## config.mk

```make
export PLATFORM = sky130hd
export DESIGN_NAME = clock_page_replacement_core
export DESIGN_NICKNAME = d
export VERILOG_FILES = /design/src/rtl/core/cpr_pkg.sv /design/src/rtl/core/cpr_ram.sv /design/src/rtl/core/clock_page_replacement_core.sv
export SDC_FILE = /design/constraint.sdc
export NUM_CORES = 1
export LEC_CHECK = 0
export BUFFER_PORTS_ARGS = -buffer_cell sky130_fd_sc_hd__clkbuf_2
export CAP_MARGIN = 40
export CELL_PAD_IN_SITES_DETAIL_PLACEMENT = 0
export CELL_PAD_IN_SITES_GLOBAL_PLACEMENT = 1
export CORE_ASPECT_RATIO = 0.5
export CORE_UTILIZATION = 55
export CTS_BUF_LIST = sky130_fd_sc_hd__clkbuf_8
export CTS_CLUSTER_SIZE = 40
export DETAILED_ROUTE_END_ITERATION = 7
export PLACE_DENSITY = 0.93
export SYNTH_ARGS = -nofsm -noshare
export SYNTH_HDL_FRONTEND = slang
export SYNTH_SLANG_ARGS = --single-unit
```

## constraint.sdc

```tcl
create_clock -name clk -period 5.3 [get_ports clk]
set_clock_uncertainty 0.1 [all_clocks]
set_input_delay 0.53 -clock clk [delete_from_list [all_inputs] [get_ports clk]]
set_output_delay 0.53 -clock clk [all_outputs]
set_load 0.005 [all_outputs]
```

## src/rtl/core/cpr_pkg.sv

```systemverilog
// Shared constants for the clock page replacement core.
`default_nettype none
package cpr_pkg;

  // transaction kind codes
  localparam logic KIND_REF   = 1'b0;
  localparam logic KIND_CLEAR = 1'b1;

  // fixed port widths
  localparam int PAGE_W  = 16;
  localparam int FRAME_W = 4;

endpackage
`default_nettype wire

```

## src/rtl/core/cpr_ram.sv

```systemverilog
// Generic single-write, single-read RAM with registered read data.
`default_nettype none
module cpr_ram #(
  parameter int WIDTH = 16,
  parameter int DEPTH = 16
) (
  input  wire logic                     clk,
  input  wire logic                     we,
  input  wire logic [$clog2(DEPTH)-1:0] waddr,
  input  wire logic [WIDTH-1:0]         wdata,
  input  wire logic [$clog2(DEPTH)-1:0] raddr,
  output logic      [WIDTH-1:0]         rdata
);

  logic [WIDTH-1:0] mem [DEPTH];

  always_ff @(posedge clk) begin
    if (we) begin
      mem[waddr] <= wdata;
    end
    rdata <= mem[raddr];
  end

endmodule
`default_nettype wire

```

## src/rtl/core/clock_page_replacement_core.sv

```systemverilog
// Second-chance (clock) page replacement core: frame table, lookup and sweep sequencer.
// A clear answers directly from IDLE without a lookup. A reference walks the frame table
// through the single frame memory read port, one frame per cycle, in order from frame 0;
// a hit ends the walk at the matching frame. A miss with a free frame fills the next free
// frame; otherwise the clock hand sweeps, dropping set reference bits, stops on the victim,
// reads its page and replaces it. Start is taken only in IDLE, so one transaction runs at a
// time; busy is high while a reference is in flight.
// Reset clears reference bits, clock hand and fill count at once; no clearing pass.
`default_nettype none
module clock_page_replacement_core
  import cpr_pkg::*;
#(
  parameter int FRAMES    = 16,
  parameter int PAGE_BITS = 16
) (
  input  wire logic              clk,
  input  wire logic              rst,
  input  wire logic              start,
  output logic                   busy,
  input  wire logic              kind,
  input  wire logic [PAGE_W-1:0] page_number,
  output logic                   done,
  output logic                   hit,
  output logic [FRAME_W-1:0]     frame,
  output logic                   evicted_valid,
  output logic [PAGE_W-1:0]      evicted_page
);

  localparam int SW = (PAGE_BITS < PAGE_W) ? PAGE_BITS : PAGE_W;
  localparam int AW = $clog2(FRAMES);
  localparam int CW = $clog2(FRAMES + 1);

  typedef enum logic [1:0] {IDLE, SCAN, SWEEP, EVICT} state_t;

  state_t          state;
  logic [SW-1:0]   pg;
  logic [CW-1:0]   idx;
  logic [CW-1:0]   filled;
  logic [AW-1:0]   pidx;
  logic            pv;
  logic [AW-1:0]   hand;
  logic [FRAMES-1:0] ref_bits;

  logic            ram_we;
  logic [AW-1:0]   ram_waddr;
  logic [AW-1:0]   ram_raddr;
  logic [SW-1:0]   ram_rdata;

  logic            match;
  logic            scan_end;
  logic            has_free;
  logic [AW-1:0]   hand_inc;

  assign busy     = (state != IDLE);
  assign match    = pv && (ram_rdata == pg);
  assign scan_end = (idx == filled) && !pv;
  assign has_free = (filled < CW'(FRAMES));
  assign hand_inc = (hand == AW'(FRAMES - 1)) ? '0 : hand + AW'(1);

  always_comb begin
    ram_we    = 1'b0;
    ram_waddr = filled[AW-1:0];
    ram_raddr = idx[AW-1:0];
    unique case (state)
      SCAN: begin
        ram_we = !match && scan_end && has_free;
      end
      SWEEP: begin
        ram_raddr = hand;
      end
      EVICT: begin
        ram_we    = 1'b1;
        ram_waddr = hand;
      end
      default: begin
      end
    endcase
  end

  cpr_ram #(
    .WIDTH(SW),
    .DEPTH(FRAMES)
  ) u_frame_pages (
    .clk  (clk),
    .we   (ram_we),
    .waddr(ram_waddr),
    .wdata(pg),
    .raddr(ram_raddr),
    .rdata(ram_rdata)
  );

  always_ff @(posedge clk) begin
    if (rst) begin
      state    <= IDLE;
      done     <= 1'b0;
      pv       <= 1'b0;
      hand     <= '0;
      filled   <= '0;
      ref_bits <= '0;
    end else begin
      done <= 1'b0;
      unique case (state)
        IDLE: begin
          if (start) begin
            if (kind == KIND_CLEAR) begin
              ref_bits      <= '0;
              hit           <= 1'b0;
              frame         <= '0;
              evicted_valid <= 1'b0;
              evicted_page  <= '0;
              done          <= 1'b1;
            end else begin
              pg    <= page_number[SW-1:0];
              idx   <= '0;
              pv    <= 1'b0;
              state <= SCAN;
            end
          end
        end
        SCAN: begin
          if (match) begin
            // lowest matching frame wins since frames are read in order
            ref_bits[pidx] <= 1'b1;
            hit            <= 1'b1;
            frame          <= FRAME_W'(pidx);
            evicted_valid  <= 1'b0;
            evicted_page   <= '0;
            done           <= 1'b1;
            pv             <= 1'b0;
            state          <= IDLE;
          end else if (scan_end) begin
            if (has_free) begin
              ref_bits[filled[AW-1:0]] <= 1'b1;
              filled        <= filled + CW'(1);
              hit           <= 1'b0;
              frame         <= FRAME_W'(filled);
              evicted_valid <= 1'b0;
              evicted_page  <= '0;
              done          <= 1'b1;
              state         <= IDLE;
            end else begin
              state <= SWEEP;
            end
          end else begin
            pv   <= (idx < filled);
            pidx <= idx[AW-1:0];
            if (idx < filled) begin
              idx <= idx + CW'(1);
            end
          end
        end
        SWEEP: begin
          // give a second chance: drop the bit and advance; hold on a clear bit
          if (ref_bits[hand]) begin
            ref_bits[hand] <= 1'b0;
            hand           <= hand_inc;
          end else begin
            state <= EVICT;
          end
        end
        EVICT: begin
          ref_bits[hand] <= 1'b1;
          hand           <= hand_inc;
          hit            <= 1'b0;
          frame          <= FRAME_W'(hand);
          evicted_valid  <= 1'b1;
          evicted_page   <= PAGE_W'(ram_rdata);
          done           <= 1'b1;
          state          <= IDLE;
        end
        default: begin
          state <= IDLE;
        end
      endcase
    end
  end

endmodule
`default_nettype wire

```

==> flow_summary.json, run 1 <==
{
  "num_rows": 41,
  "initial_utilization_pct": 56.5,
  "tns_ns": 0,
  "fillers": 1691,
  "wirelength_um": 35700,
  "die_w_um": 231,
  "wl_per_cell_um": 26.3,
  "vias": 8716,
  "cpMaxStageDelayCell": "nor3_1",
  "reg2reg_slack_ns": 1.52,
  "yosys_warnings": 0,
  "drt-initial-drc-count": 1152,
  "antenna_found_initial": 0,
  "slew_headroom_pct": 37.7,
  "max_clock_freq_mhz": 264,
  "drc_errors": 0,
  "ant_nets": 0,
  "ys_ff_latch": 348,
  "finalCritPeriodShare_pct": 71.4,
  "synth-edff-count": 303,
  "rsz0062_at_grt": "no",
  "gr-total-overflow": 0,
  "max_slew.worst_pin.slew_ns": 0.928,
  "p_leak_nw": 5.44,
  "cp_top_family": "simple AND/OR/NAND/NOR gates",
  "cts_made_buffers": 46,
  "drv_slew": 0,
  "dpl_cell_area_um2": 15200,
  "diodes": 0,
  "slowest_delay_ns": 0.86,
  "worstPathCellList": "inv_1 > nand2_1 > nor3_1 > and3_1 > a31oi_1 > nor2_1 > buf_4",
  "routed_via_density": 6.43,
  "cts_resized": 0,
  "area_growth_pct": 12.3,
  "worstPathArrival_ns": 3.93,
  "tritoncts": "done",
  "die_area_um2": 26800,
  "cts.sinks": 348,
  "hold_class": "in2reg",
  "dp.final_hpwl_um": 20800,
  "first_pass_iters": 5,
  "finalHoldViolCount": 0,
  "crit_required_ns": 5.45,
  "postSynthAreaPerCell_um2": 16.0,
  "drive_gt1_share_pct": 21.9,
  "grt_usage_pct": 26.8,
  "ys_types": 55,
  "power_density_nw_per_um2": 319,
  "drv_cap": 0,
  "cp-end-kind": "register",
  "synth.net_count": 931,
  "post_cts_buffers": 0,
  "cp-start-kind": "register",
  "ios": 44,
  "core_um2": 25400,
  "clkTransAtPathRegs_ns": 0.07,
  "seq_area_frac_synth_pct": 69.6,
  "finalInstanceArea_um2": 16100,
  "grt_pass1_vias": 8543,
  "path_buf_inv": 2,
  "cts-root-buf": "clkbuf_8",
  "clockBufferDepth": 3,
  "status": "finished clean",
  "h-tree-depth": 2,
  "setup_viol": 0,
  "nets": 1009,
  "insertion_delay_ns": 0.62,
  "die_height_um": 116,
  "crit_type": "reg2reg",
  "synth_cells": 897,
  "fin_crit_ns": 3.78,
  "place.gp.congestion": 0.950,
  "grt_pass1_wl_um": 51900,
  "synth_flop_cell": "edfxtp_1",
  "syn_area_um2": 14400,
  "synthArstFlopShare_pct": 0,
  "cp_max_fo": 21,
  "port_buffers": 43,
  "grt_max_degree": 36,
  "vdd_drop_max_mv": 0.177
}
report_power, final:
group          internal, mW  switching [mW]
logic                0.0760           0.102
registers              2.98          0.0312
clock network         0.944            1.02
total                  4.00            1.16
final timing paths:
kind / cells past startpoint / startpoint / endpoint
worst min register to register: 2 / ref_bits[5] / ref_bits[5]
worst max-delay path: 7 / register / u_frame_pages.mem[3][15]
worst max register to register: 7 / register / u_frame_pages.mem[3][15]
worst min-delay path: 1 / page_number[15] / pg[15]
placed cells by master, fill, tap and decap left out, types with 3 or more instances in the layout:
master         count
o21ai_1            7
ha_1              14
or3_1              5
nor2_1            54
mux4_2            68
o32ai_1            5
a221oi_1           5
nor2b_1           16
clkbuf_2          43
clkinv_1           9
nand4_1            3
mux2_2             3
inv_1             37
dlygate4sd3_1      9
edfxtp_1         303
and3_1            23
o211ai_1           3
buf_4             24
mux2i_4            4
nor4_1             4
clkinv_2           6
o21ai_0           23
a211oi_1          22
nand2_1           59
nor3b_1            3
a21oi_1           26
xor2_1            17
and2_1            17
mux2i_1           10
nor3_1            11
a31oi_1           23
dfxtp_1           45
buf_16             4
nand3_1           16
clkbuf_8          51
xnor2_1            5
nor4_2             3
timing repair:
item | 4_1_cts | 5_1_grt
endpoints found under the hold margin | 7 | 2
hold buffers | 7 | 2
setup endpoints to repair | 0 | 0
sequential cells by signal, summed over array words and instances, names as in the netlist, named ones only:
name                 cells
idx                      5
filled                   5
done                     1
frame                    4
ref_bits                16
pg                      16
state                    1
pv                       1
pidx                     4
u_frame_pages.mem      256
evicted_valid            1
u_frame_pages.rdata     16
evicted_page            16
hit                      1
hand                     4
routing by layer:
layer	vias to the layer above	GRT usage, %	part of all wire (%)
li1	3674	-	-
met1	4358	35.7	39
met2	587	43.5	47
met3	97	5.83	11
met4	0	12.1	3.1
met5	-	0	0
synthesized netlist by cell type, types with 2 or more instances:
| library cell | count | area (um2) |
|---|---|---|
| a211oi_1 | 22 | 165 |
| a21oi_1 | 26 | 130 |
| a221oi_1 | 5 | 43.8 |
| a22oi_1 | 2 | 15.0 |
| a31oi_1 | 23 | 144 |
| a32oi_1 | 2 | 17.5 |
| and2_1 | 17 | 106 |
| and3_1 | 23 | 144 |
| buf_1 | 2 | 7.51 |
| buf_2 | 15 | 75.1 |
| buf_4 | 6 | 45.0 |
| clkbuf_1 | 29 | 109 |
| dfxtp_1 | 45 | 901 |
| edfxtp_1 | 303 | 9100 |
| ha_1 | 14 | 175 |
| inv_1 | 21 | 78.8 |
| mux2_2 | 3 | 33.8 |
| mux2i_1 | 13 | 130 |
| mux4_2 | 68 | 1530 |
| nand2_1 | 59 | 221 |
| nand3_1 | 16 | 80.1 |
| nand3_2 | 2 | 20.0 |
| nand4_1 | 3 | 18.8 |
| nor2_1 | 54 | 203 |
| nor2b_1 | 16 | 100 |
| nor3_1 | 12 | 60.1 |
| nor3b_1 | 4 | 30.0 |
| nor4_1 | 4 | 25.0 |
| nor4_2 | 3 | 37.5 |
| nor4b_1 | 2 | 17.5 |
| o211ai_1 | 3 | 22.5 |
| o21ai_0 | 23 | 115 |
| o21ai_1 | 7 | 35.0 |
| o32ai_1 | 5 | 43.8 |
| or3_1 | 5 | 31.3 |
| xnor2_1 | 5 | 43.8 |
| xor2_1 | 17 | 149 |
cell families after synthesis:
| group | Yosys count | synth area share, % |
|---|---|---|
| adders and majority gates | 14 | 1.22 |
| xor gates and xnor gates | 22 | 1.34 |
| AOI/OAI and AO/OA | 129 | 5.81 |
| buffers and inverters | 74 | 2.22 |
| DFF | 348 | 69.6 |
| muxes | 85 | 11.9 |
| and+or+nand+nor | 225 | 7.97 |
final cells by class:
| cell class | instances | area (um2) | area share (%) |
|---|---|---|---|
| Sequential cell | 348 | 10000 | 61.9 |
| Multi-Input combinational cell | 475 | 4110 | 25.5 |
| Clock buffer | 51 | 702 | 4.35 |
| Timing Repair Buffer | 82 | 636 | 3.94 |
| Tap cell | 344 | 430 | 2.67 |
| Clock inverter | 34 | 181 | 1.12 |
| Inverter | 22 | 82.6 | 0.511 |
through the flow:
| step | util, % | std cells | worst slack (ns) | power [mW] | hold slack, ns |
|---|---|---|---|---|---|
| CTS | 63.4 | 1354 | 1.61 | 5.15 | 0.00227 |
| floorplan | - | 897 | 1.26 | 3.17 | 0.331 |
| global route | 63.5 | 1356 | 1.42 | 5.29 | 0.00839 |
| global placement | 59.2 | 1258 | 1.55 | 3.23 | 0.360 |
| finish | 63.5 | 1356 | 1.52 | 5.16 | 0.0229 |
| detailed placement | 59.6 | 1262 | 1.63 | 3.24 | 0.361 |
worst register-to-register path, delay by kind of cell, from the launching register on:
kind / cells / cell delay (ns)
AND/OR/NAND/NOR: 4 / 1.74
buffers and inverters: 2 / 0.93
flip-flops: 1 / 0.58
AO/OA/AOI/OAI: 1 / 0.10
Power figures use the tool's default switching activity.
==> run 2, diff against run 1 <==
Settings changed: ABC_AREA from default to 1, CORE_UTILIZATION 55 to 52.
Clock period 5.3 ns to 3.8 ns, I/O delays scaled along.
==> run 2 against run 1 <==
Non-clock buffer count rose by 14. Via count rose by 28%. Synthesized cell count rose by 58%. First-iteration DRC count rose by 16%. Sequential share of layout area fell by 2.8 points. Power rose by 72%. Worst setup slack got worse by 1.2 ns. Critical path type unchanged. Highest routed layer unchanged.
==> flow_summary.json, run 2 <==
{
  "synth.net_count": 1453,
  "clkTransAtPathRegs_ns": 0.07,
  "grt_usage_pct": 27.4,
  "wl_per_cell_um": 21.1,
  "r2r-end": "u_frame_pages.mem[13][0]",
  "p_leak_nw": 6.39,
  "synth-edff-count": 303,
  "num_rows": 43,
  "status": "finished clean",
  "synthTopCellsByArea": "edfxtp_1, dfxtp_1, nand2_1",
  "antenna_found_initial": 0,
  "fin_crit_ns": 3.53,
  "r2r-start": "filled[3]",
  "die_height_um": 123,
  "cp-end-kind": "register",
  "port_buffers": 43,
  "postSynthAreaPerCell_um2": 10.7,
  "initial_utilization_pct": 53.8,
  "fillers": 2197,
  "synth_compound_area_share_pct": 11.5,
  "grt_util_met3_pct": 7.30,
  "cp_top_family": "simple AND/OR/NAND/NOR gates",
  "synth_fa_ha_area_share_pct": 1.16,
  "final_cell_count_no_fill": 1911,
  "dp.cells": 1808,
  "ys_ff_latch": 348,
  "place.gp.congestion": 0.951,
  "cts_made_buffers": 47,
  "synth_common_cells": "edfxtp_1, nand2_1, nor2_1",
  "slowest_delay_ns": 0.48,
  "final_cell_mix": "edfxtp_1, nand2_1, nor2_1",
  "first_pass_iters": 6,
  "die_w_um": 243,
  "drc_errors": 0,
  "drive_gt1_share_pct": 11.4,
  "routed_via_density": 5.85,
  "core_um2": 28100,
  "crit_type": "reg2reg",
  "slew_headroom_pct": 39.9,
  "vdd_drop_max_mv": 0.322,
  "clockBufferDepth": 3,
  "crit_required_ns": 3.91,
  "grt_pass1_wl_um": 61100,
  "rsz0062_at_grt": "no",
  "cts-root-buf": "clkbuf_8",
  "cp-start-kind": "register",
  "wirelength_um": 40400,
  "diodes": 0,
  "r2r_cells": 12,
  "drt-initial-drc-count": 1337,
  "synth.most_common_cell": "edfxtp_1",
  "power_density_nw_per_um2": 525,
  "cpMaxStageDelayCell": "dfxtp_1",
  "synth_top_family_by_area": "simple AND/OR/NAND/NOR gates",
  "reg2reg_slack_ns": 0.27,
  "grt_max_degree": 129,
  "regMostFlops": "u_frame_pages.mem",
  "yosys_warnings": 0,
  "synth_flop_cell": "edfxtp_1",
  "area_growth_pct": 11.6,
  "synthSimpleGateAreaFrac_pct": 15.6,
  "syn_area_um2": 15100,
  "use_met2_pct": 43.8,
  "die_area_um2": 29900,
  "ant_nets": 0,
  "holdCritStartpoint": "rst",
  "power_mw": 8.88,
  "synthArstFlopShare_pct": 0,
  "hold-path-cell-count": 2,
  "path_buf_inv": 4,
  "drv_slew": 0,
  "cts.sinks": 348,
  "tns_ns": 0,
  "nets": 1525,
  "grt_pass1_vias": 10640,
  "seq_area_frac_synth_pct": 66.0,
  "cpMostUsedCell": "nand2_1",
  "worstPathCellList": "clkinv_1 > ha_1 > nand2_1 > nor4_2 > nand2_1 > nor2_1 > inv_1 > nand2_1 > nand2_1 > inv_1 > nand2_1 > inv_1",
  "top_usage_layer": "met2",
  "min_to": "hand[0]",
  "synth_xor_area_share_pct": 0.289,
  "insertion_delay_ns": 0.60,
  "setup_viol": 0,
  "dp.final_hpwl_um": 25900,
  "finalHoldViolCount": 0,
  "finalCritPeriodShare_pct": 92.9,
  "tritoncts": "done",
  "multi_input_area_um2": 4360,
  "worstPathArrival_ns": 3.64,
  "vias": 11174,
  "layout_commonest_cell": "edfxtp_1",
  "yosysTopAreaCell": "edfxtp_1",
  "use_met1_pct": 36.4,
  "h-tree-depth": 2,
  "largest_reg_flops": 256,
  "seqCellArea_um2": 10000,
  "ys_types": 43,
  "max_clock_freq_mhz": 283,
  "gr-total-overflow": 0,
  "cp_max_fo": 16,
  "synthMuxAreaShare_pct": 0,
  "max_slew.worst_pin.slew_ns": 0.901,
  "synth_cells": 1419,
  "drv_cap": 0,
  "synth_top_area_share_pct": 60.1,
  "ios": 44,
  "hold_class": "in2reg"
}
run 2: worst max-delay path by stage:
stage                   start  depth (start not counted)  slack [ns]                       end
detailed placement  filled[3]                         12        0.36   u_frame_pages.mem[3][5]
floorplan           filled[3]                          9        0.08           evicted_page[0]
CTS                 filled[3]                         12        0.35   u_frame_pages.mem[3][2]
finish              filled[3]                         12        0.27  u_frame_pages.mem[13][0]
global placement    filled[3]                         12        0.49   u_frame_pages.mem[3][5]
global route        filled[3]                         12       0.009  u_frame_pages.mem[13][2]
run 2: cell type report:
| cell class | instances | share of cell area [%] |
|---|---|---|
| timing repair buffer | 96 | 4.16 |
| multi-input combinational | 884 | 25.8 |
| inverter | 114 | 2.61 |
| clock buffer | 49 | 3.99 |
| sequential | 348 | 59.1 |
| tap | 382 | 2.83 |
| clock inverter | 38 | 1.49 |
run 2: kinds of logic (layout without fill, tap and decap cells):
logic type | after synthesis | count (layout)
buffers and inverters | 187 | 297
AND/OR/NAND/NOR | 574 | 574
adder cells (fa/ha/maj) | 14 | 14
AO/OA/AOI/OAI | 291 | 291
XOR/XNOR | 5 | 5
flip-flops | 348 | 348
run 2: per-layer routing:
layer / up-vias / wire, um / share of wire [%]
li1: 5132 / - / -
met1: 5345 / 16300 / 40
met2: 621 / 18300 / 45
met3: 76 / 4560 / 11
met4: 0 / 1230 / 3.1
met5: - / 0 / 0
run 2: stage by stage:
step	setup slack (ns)	util, %	hold WS (ns)	instance area, um2
final	0.271	60.1	0.101	16900
after global routing	0.00873	60.1	0.0763	16900
after CTS	0.351	60.1	0.0507	16900
after detailed placement	0.361	56.2	0.435	15800
after global placement	0.486	56.1	0.418	15800
after floorplan	0.0800	-	0.379	15100
run 2: worst reg2reg max path, cell delays in order (launching register included):
cell and delay (ns):
dfxtp_1 0.48, clkinv_1 0.27, ha_1 0.35, nand2_1 0.09, nor4_2 0.42, nand2_1 0.09
nor2_1 0.18, inv_1 0.13, nand2_1 0.21, nand2_1 0.18, inv_1 0.12, nand2_1 0.06
inv_1 0.46
run 2: power by group:
group	total (mW)	internal, mW	leakage, nW	switching, mW
clock	2.86	1.42	0.522	1.44
sequential	4.43	4.31	3.11	0.122
combinational	1.59	0.463	2.76	1.13
total	8.88	6.19	6.39	2.69
run 2: repair_timing:
action | in CTS | in global routing
hold buffers | 16 | 0
setup buffers | 0 | 0
setup endpoints to repair | 0 | 24
gates resized for setup | 0 | 2
hold endpoints to repair | 16 | 0
==> run 3, diff against run 2 <==
Settings changed: MAX_ROUTING_LAYER from default to met4.
==> run 3 against run 2 <==
Routed wire length up 0.93%. Register-to-register slack lost 0.07 ns. Worst setup slack got worse by 0.071 ns. Largest cell class unchanged. Fmax shrank 2.0%.
==> flow_summary.json, run 3 (same netlist as run 2, synthesis figures left out) <==
{
  "cp-start-kind": "register",
  "grt_pass1_wl_um": 62500,
  "cts-root-buf": "clkbuf_8",
  "cts_made_buffers": 48,
  "h-tree-depth": 2,
  "dp.final_hpwl_um": 26600,
  "initial_utilization_pct": 53.8,
  "final_core_util_pct": 60.2,
  "vdd_drop_max_mv": 0.264,
  "r2r-start": "filled[3]",
  "area_growth_pct": 11.9,
  "slew_headroom_pct": 38.0,
  "finalInstanceArea_um2": 17000,
  "crit_type": "reg2reg",
  "drt-initial-drc-count": 1408,
  "final_cell_mix": "edfxtp_1, nand2_1, nor2_1",
  "core_um2": 28100,
  "tritoncts": "done",
  "hold_class": "in2reg",
  "regMostFlops": "u_frame_pages.mem",
  "r2r_cells": 12,
  "grt_max_degree": 129,
  "die_area_um2": 29900,
  "finalCritPeriodShare_pct": 94.7,
  "layout_commonest_cell": "edfxtp_1",
  "gr-total-overflow": 0,
  "r2r-end": "u_frame_pages.mem[8][7]",
  "max_slew.worst_pin.slew_ns": 0.930,
  "die_height_um": 123,
  "port_buffers": 43,
  "die_w_um": 243,
  "seqCellArea_um2": 10000,
  "clockBufferDepth": 3,
  "holdCritStartpoint": "rst",
  "wirelength_um": 40800,
  "drc_errors": 0,
  "crit_required_ns": 3.91,
  "largest_reg_flops": 256,
  "dp.cells": 1815,
  "ios": 44,
  "num_rows": 43,
  "status": "finished clean",
  "drv_cap": 0,
  "first_pass_iters": 7,
  "vias": 11266,
  "wl_per_cell_um": 21.3,
  "ant_nets": 0,
  "multi_input_area_um2": 4360,
  "post_cts_buffers": 0,
  "power_density_nw_per_um2": 522,
  "place.gp.congestion": 0.942,
  "tns_ns": 0,
  "nets": 1533,
  "routed_via_density": 5.88,
  "max_clock_freq_mhz": 278,
  "cts.sinks": 348,
  "drv_slew": 0,
  "drive_gt1_share_pct": 11.8,
  "rsz0062_at_grt": "no",
  "final_cell_count_no_fill": 1917,
  "diodes": 0,
  "dpl_cell_area_um2": 15900,
  "crit_path_end": "u_frame_pages.mem[8][7]",
  "reg2reg_slack_ns": 0.20,
  "p_leak_nw": 6.42,
  "cp_max_fo": 16,
  "hold-path-cell-count": 2,
  "startpoint": "filled[3]",
  "clkTransAtPathRegs_ns": 0.07,
  "fin_crit_ns": 3.60,
  "insertion_delay_ns": 0.60,
  "grt_usage_pct": 28.9,
  "setup_viol": 0,
  "cp-end-kind": "register",
  "finalHoldViolCount": 0,
  "antenna_found_initial": 0,
  "fillers": 2197,
  "grt_pass1_vias": 10887,
  "worstPathArrival_ns": 3.71
}
==> run 3: timing repair <==
action	4_1_cts	5_1_grt
endpoints found under the setup margin	0	18
endpoints found under the hold margin	16	0
resized for setup	0	2
hold buffers	16	0
==> run 3: metal layers <==
layer	vias to the layer above	GRT usage, %	part of all wire [%]
met5	-	-	0
met3	100	7.89	12
met2	645	43.2	44
met1	5369	37.3	40
li1	5152	-	-
met4	0	12.5	4.1
==> run 3: worst max-delay path, stage by stage, from the launching register on <==
cell      delay, ns
dfxtp_1        0.47
clkinv_1       0.26
ha_1           0.35
nand2_1        0.08
nor4_2         0.44
nand2_1        0.11
nor2_1         0.20
inv_1          0.14
nand2_1        0.22
nand2_1        0.12
inv_1          0.13
nand2_1        0.06
inv_1          0.52
==> run 3: worst min-delay path by stage <==
stage	end	slack, ns
after floorplan	pg[0]	0.38
after global placement	filled[4]	0.42
after detailed placement	hand[3]	0.43
after CTS	hand[0]	0.06
after global routing	hand[0]	0.1
final	register	0.12
==> run 3: where the power goes <==
part	total (mW)	switching, mW	internal, mW
sequential	4.47	0.159	4.31
clock	2.81	1.42	1.39
combinational	1.57	1.10	0.473
total	8.85	2.68	6.17
==> run 3: through the flow <==
step	hold WS [ns]	power [mW]	setup WS (ns)
floorplan	0.379	5.54	0.0800
global placement	0.421	6.01	0.454
detailed placement	0.435	6.06	0.318
CTS	0.0617	8.83	0.310
global route	0.0998	9.19	0.0150
finish	0.116	8.85	0.200
==> run 3: layout make-up <==
type                            count  share of cell area (%)
Clock inverter                     35                    1.25
Clock buffer                       51                    4.14
Timing Repair Buffer              103                    4.46
Inverter                          114                    2.61
Sequential cell                   348                    59.0
Multi-Input combinational cell    884                    25.7
Tap cell                          382                    2.82
